--- src/hdl/textured_wall_column_rasterizer_assert.svh ---
// assertion macros for the wall column rasteriser
`ifndef TEXTURED_WALL_COLUMN_RASTERIZER_ASSERT_SVH
`define TEXTURED_WALL_COLUMN_RASTERIZER_ASSERT_SVH

// same-cycle implication
`define TWCR_ASSERT_IMP(label, ck, rs, ante, cons) \
  label: assert property (@(posedge ck) disable iff (rs) (ante) |-> (cons)) \
    else $error("twcr: same-cycle check failed");

// next-cycle implication
`define TWCR_ASSERT_NEXT(label, ck, rs, ante, cons) \
  label: assert property (@(posedge ck) disable iff (rs) (ante) |=> (cons)) \
    else $error("twcr: next-cycle check failed");

`endif

--- src/hdl/twcr_pkg.sv ---
// shared types and constants for the wall column rasteriser
`timescale 1ns / 1ps

package twcr_pkg;

  localparam int DIST_W   = 16;
  localparam int NUM_W    = 22;
  localparam int CNT_W    = 5;
  localparam int HEIGHT_W = 15;
  localparam int VPOS_W   = 23;
  localparam int ADDR_W   = 11;
  localparam int IDX_W    = 10;

  localparam logic OP_LOAD = 1'b0;
  localparam logic OP_DRAW = 1'b1;

  localparam logic [1:0] REG_TEX_WIDTH  = 2'd0;
  localparam logic [1:0] REG_TEX_HEIGHT = 2'd1;
  localparam logic [1:0] REG_MIN_DIST   = 2'd2;

  localparam logic [5:0] TEX_WIDTH_RST  = 6'd32;
  localparam logic [5:0] TEX_HEIGHT_RST = 6'd32;
  localparam logic [7:0] MIN_DIST_RST   = 8'd3;

  localparam logic [1:0] TEXEL_SET   = 2'd1;
  localparam logic [1:0] TEXEL_CLEAR = 2'd2;

  localparam logic [1:0] ACT_LEAVE = 2'd0;
  localparam logic [1:0] ACT_SET   = 2'd1;
  localparam logic [1:0] ACT_CLEAR = 2'd2;

  typedef struct packed {
    logic busy;
    logic done;
  } div_stat_t;

endpackage

--- src/hdl/twcr_div.sv ---
// shared restoring divider, one quotient bit per cycle
`timescale 1ns / 1ps

module twcr_div import twcr_pkg::*; (
  input  logic              clk,
  input  logic              rst,
  input  logic              start,
  input  logic [NUM_W-1:0]  numer,
  input  logic [DIST_W-1:0] denom,
  output logic [NUM_W-1:0]  quotient,
  output div_stat_t         stat
);

  localparam logic [CNT_W-1:0] LAST_STEP = CNT_W'(NUM_W - 1);

  logic              busy;
  logic              done;
  logic [CNT_W-1:0]  count;
  logic [DIST_W-1:0] rem;
  logic [DIST_W-1:0] den;
  logic [NUM_W-1:0]  quo;
  logic [DIST_W:0]   shifted;
  logic [DIST_W:0]   diff;
  logic              fits;

  assign shifted = {rem, quo[NUM_W-1]};
  assign fits    = shifted >= {1'b0, den};
  assign diff    = shifted - {1'b0, den};

  always_ff @(posedge clk) begin
    if (rst) begin
      busy  <= 1'b0;
      done  <= 1'b0;
      count <= '0;
    end else begin
      done <= 1'b0;
      if (start) begin
        busy  <= 1'b1;
        count <= '0;
      end else if (busy) begin
        count <= count + 1'b1;
        if (count == LAST_STEP) begin
          busy <= 1'b0;
          done <= 1'b1;
        end
      end
    end
  end

  always_ff @(posedge clk) begin
    if (start) begin
      rem <= '0;
      quo <= numer;
      den <= denom;
    end else if (busy) begin
      rem <= fits ? diff[DIST_W-1:0] : shifted[DIST_W-1:0];
      quo <= {quo[NUM_W-2:0], fits};
    end
  end

  assign quotient  = quo;
  assign stat.busy = busy;
  assign stat.done = done;

endmodule

--- config.mk ---
export PLATFORM = sky130hd
export DESIGN_NAME = twcr_div
export DESIGN_NICKNAME = d
export VERILOG_FILES = /design/src/hdl/textured_wall_column_rasterizer_assert.svh /design/src/hdl/twcr_pkg.sv /design/src/hdl/twcr_div.sv
export SDC_FILE = /design/constraint.sdc
export NUM_CORES = 1
export LEC_CHECK = 0
export ABC_AREA = 1
export BUFFER_PORTS_ARGS = -buffer_cell sky130_fd_sc_hd__buf_2
export CAP_MARGIN = 40
export CORE_UTILIZATION = 51
export DETAILED_ROUTE_END_ITERATION = 16
export MAX_ROUTING_LAYER = met4
export PLACE_DENSITY = 0.83
export SYNTH_ARGS = -nofsm -noshare
export SYNTH_HDL_FRONTEND = slang
export SYNTH_SLANG_ARGS = --single-unit
export TNS_END_PERCENT = 50
--- constraint.sdc ---
create_clock -name clk -period 1.8 [get_ports clk]
set_clock_uncertainty 0.1 [all_clocks]
set_input_delay 0.18 -clock clk [delete_from_list [all_inputs] [get_ports clk]]
set_output_delay 0.18 -clock clk [all_outputs]
set_load 0.05 [all_outputs]
==> run summary <==
CRITICAL PATH
-------------------------------------------------------------------------------------
Worst reg2reg setup slack                                                    -0.38 ns
Crit. End Element                                                                flop
Startpoint Class                                                                 flop
Worst EP required                                                             1.94 ns
Family with the most delay on the worst path                             simple AND/OR/NAND/NOR gates
Critical path, cell by cell                                              inv_2 > ha_4 > nand2_2 > inv_2 > nand2_4 > nor2_4 > nand3_2 > nand2_4 > nor2_8 > buf_12 > nand2_8 > nand2_1 > nand3_1 > nand2_1
Crit Path Category                                                         reg -> reg
Arrival time worst endpoint                                                   2.31 ns
Largest stage delay, worst path                                               0.38 ns
Cell count of the worst reg-to-reg path                                            14
Total buffers and inverters traversed by the critical path                          3
Slowest stage cell on the critical path                                      edfxtp_1
Highest net fanout along the worst path                                             8
Launch point of the worst reg-to-reg path                                den[6]$_DFFE_PP_
Reg-to-Reg End                                                           rem[8]$_SDFFE_PP0P_

TIMING
-------------------------------------------------------------------------------------
Clock period minus final worst setup slack                                    2.18 ns
Setup TNS after final layout                                                 -4.74 ns
Maximum clock rate                                                          0.459 GHz
Transition at the pin with the smallest max-transition slack                 0.659 ns
Hold slack final                                                           -0.0156 ns
Tcrit/Tclk final                                                                 121%
Tightest slew margin relative to the limit                                      55.9%
Fin. Hold Viols                                                                     2
Number of endpoints failing setup at the final stage                               17
Setup slack after layout                                                    -0.377 ns
Max Slew Vio Count                                                                  0
Unrepaired setup endpoints after global routing                                   yes

FLOORPLAN
-------------------------------------------------------------------------------------
DIE AREA                                                                     7610 um2
Starting Density                                                                53.6%
Die extent in x                                                               87.2 um
# IOs                                                                              65
Placement row count                                                                30
Die extent in y                                                               87.2 um
Core ar.                                                                     6910 um2

ROUTING
-------------------------------------------------------------------------------------
Via count                                                                       4,401
DRC violations left                                                                 0
Vias per inst                                                                    6.03
Final WL                                                                      15.2 mm
Number of nets with antenna violations after routing                                0
Average wire per cell in the routed design                                    20.9 um
DRT Pass-1 Iters                                                                    8
Number of DRC markers after the initial detailed-route iteration                  565

CLOCK TREE
-------------------------------------------------------------------------------------
Number of buffers added by the clock tree synthesis step                            9
TritonCTS clock tree                                                            built
Clock-pin slew of the registers on the worst-case setup and hold paths        0.09 ns
Clock Sink Count                                                                   61
Latest clock arrival within the worst-skew pair                               0.36 ns
Clk root buf                                                                 clkbuf_8
Clock H-tree levels                                                                 3
Max Root-Sink Buffers                                                               2

LOGIC SYNTHESIS
-------------------------------------------------------------------------------------
Post-Syn Area                                                                3700 um2
Number of synthesized register bits                                                61
Count of cell types in the netlist                                                 37
Number of instances in the synthesized netlist                                    472
Top post-synthesis cells by area                                         edfxtp_1 (31%), nand2_1 (19%), dfxtp_1 (12%)
Net Count, Synth                                                                  532
Count of yosys warnings during synthesis                                            0
Mean instance size in the synthesized netlist                                7.85 um2
Part of the Yosys area used for sequential elements                             43.2%
Share of Yosys cell area claimed by the top area cell type                      30.8%
Library cell occupying the most area in the post-synthesis netlist           edfxtp_1

FINAL LAYOUT
-------------------------------------------------------------------------------------
Area added between synthesis and finish                                         50.9%
Final Non-Filler Cells                                                            730
Count of antenna diodes in the layout                                               0
Total of fill cells in the finished design                                        331
Register Area                                                                1600 um2
Most frequent standard cell in the layout excluding fill and tap cells        nand2_1
Highest-count cells in the layout ignoring fill and taps                 nand2_1 (160), buf_4 (68), buf_2 (64)
Multi-input logic area                                                       2210 um2
Number of nets in the finished design                                             689
Fraction of final layout cells with drive strength greater than 1               43.1%
Cell area after layout                                                       5590 um2

HOLD PATH
-------------------------------------------------------------------------------------
Count of cells along the worst hold path                                            3
HP Start                                                                    numer[15]
Hold EP                                                                  quotient[15]$_DFFE_PP_
Min-Delay Path Class                                                        in -> reg

GRT
-------------------------------------------------------------------------------------
Global-route layer with the greatest usage                                       met2
Met2 GRT Util                                                                   56.0%
Pin count of the biggest net entering global routing                               24
Global-route wire length before repair                                        19.2 mm
Aggregate global-route resource usage                                           35.1%
Vias in the first global route                                                  3,952
Antenna violations before repair                                                    0
Met3 capacity usage during global routing                                       8.06%
Aggregate global routing overflow                                                   0
Met1 usage in global routing                                                    40.1%

POWER
-------------------------------------------------------------------------------------
Worst IR drop on VDD                                                         0.772 mV
Total leakage power                                                           2.81 nW
Pwr Density                                                                715 nW/um2
Final Total Pwr                                                               4.00 mW

PLACEMENT
-------------------------------------------------------------------------------------
Placed Area                                                                  4530 um2
I/O Buffers                                                                        64
Half-perimeter wire length of the detailed placement result                   7.14 mm
Final weighted congestion in routability-driven placement                       0.975
Placed Cells incl. Taps                                                           676

STATUS
-------------------------------------------------------------------------------------
Outcome                                                                  complete, but fails checks
Violated checks                                                          negative hold slack, negative setup slack

RUN
-------------------------------------------------------------------------------------
Number of max-cap violations                                                        0

[cell type report]
type	instances	area share (%)
multi-input cells	330	39.5
flip-flops and latches	61	28.7
repair buffers	159	21.1
inverters	68	4.61
clock buffers	12	2.98
well taps	96	2.15
clock inverters	4	0.962
[synthesized netlist by cell type]
library cell  instances
nand2_4               1
nand3b_2              1
inv_1                64
nand4_1               5
nand2_2              18
edfxtp_1             38
nor3_2                1
a21oi_1              10
fa_1                  1
buf_2                 2
clkbuf_1              6
ha_1                 18
nand3b_1             17
buf_4                 2
nand3_1              26
inv_2                 4
nand2_1             188
nor2_4                1
nor2_8                1
o211ai_1              1
buf_12                1
nor2_2                3
a21oi_4               1
o21a_1                2
buf_6                 3
xnor2_1               5
a211oi_1              1
xor2_1                1
nor3b_1               1
o21bai_1              1
nor3_1                7
a21oi_2               1
dfxtp_1              23
nand2_8               1
nand3_2               3
a31oi_1               2
nor2_1               11
[worst reg2reg max path, cell delays in order (launching register included)]
cell	delay [ns]
edfxtp_1	0.38
inv_2	0.07
ha_4	0.30
nand2_2	0.06
inv_2	0.10
nand2_4	0.08
nor2_4	0.13
nand3_2	0.10
nand2_4	0.11
nor2_8	0.07
buf_12	0.16
nand2_8	0.11
nand2_1	0.14
nand3_1	0.10
nand2_1	0.08
[what timing repair did]
item / CTS / global route
gates resized for setup: 60 / 37
hold buffers: 17 / 0
pin swaps: 21 / 29
setup endpoints to repair: 17 / 17
gates cloned: 3 / 0
hold endpoints to repair: 17 / 0
setup buffers: 14 / 4
[where the power goes]
group          leakage, nW  internal, mW  total [mW]  switching (mW)
Combinational         2.13         0.335       0.926           0.591
Sequential           0.569          1.59        1.65          0.0584
Clock                0.104         0.766        1.42           0.658
[stage by stage]
step / setup WS, ns / util, % / hold WS [ns]
floorplan: -0.278 / - / 0.179
global placement: -0.124 / 65.5 / 0.257
detailed placement: -0.209 / 65.6 / 0.258
CTS: -0.123 / 78.6 / 0.00108
global route: -0.405 / 80.9 / -0.0174
finish: -0.377 / 80.9 / -0.0156
[kinds of logic (layout without fill, tap and decap cells)]
logic type,count (synthesis),count (layout),share of synthesized area (%)
flops,61,61,43.2
xor+xnor,6,6,1.42
buf+inv,82,243,9.62
fa+ha+maj,19,19,6.62
compound gates,19,19,3.38
simple gates,285,286,35.7
[metal layers]
metal / vias up / wire [um]
li1: 1813 / -
met1: 1997 / 5080
met2: 456 / 6940
met3: 135 / 2140
met4: 0 / 1080
met5: - / 0
[registers in the layout (all words and copies together) (netlist names)]
register / cells
quotient: 22
den: 16
rem: 16
count: 5
busy: 1
done: 1
[worst max-delay path by stage]
stage	from	to	cells past startpoint
2_1_floorplan	quotient[21]$_DFFE_PP_	rem[14]$_SDFFE_PP0P_	13
5_1_grt	den[7]$_DFFE_PP_	rem[8]$_SDFFE_PP0P_	14
4_1_cts	den[0]$_DFFE_PP_	rem[6]$_SDFFE_PP0P_	10
6_report	den[6]$_DFFE_PP_	rem[8]$_SDFFE_PP0P_	14
3_3_place_gp	quotient[21]$_DFFE_PP_	rem[6]$_SDFFE_PP0P_	11
3_5_place_dp	den[0]$_DFFE_PP_	rem[6]$_SDFFE_PP0P_	10
No activity file was read; power rests on OpenSTA's default activity.
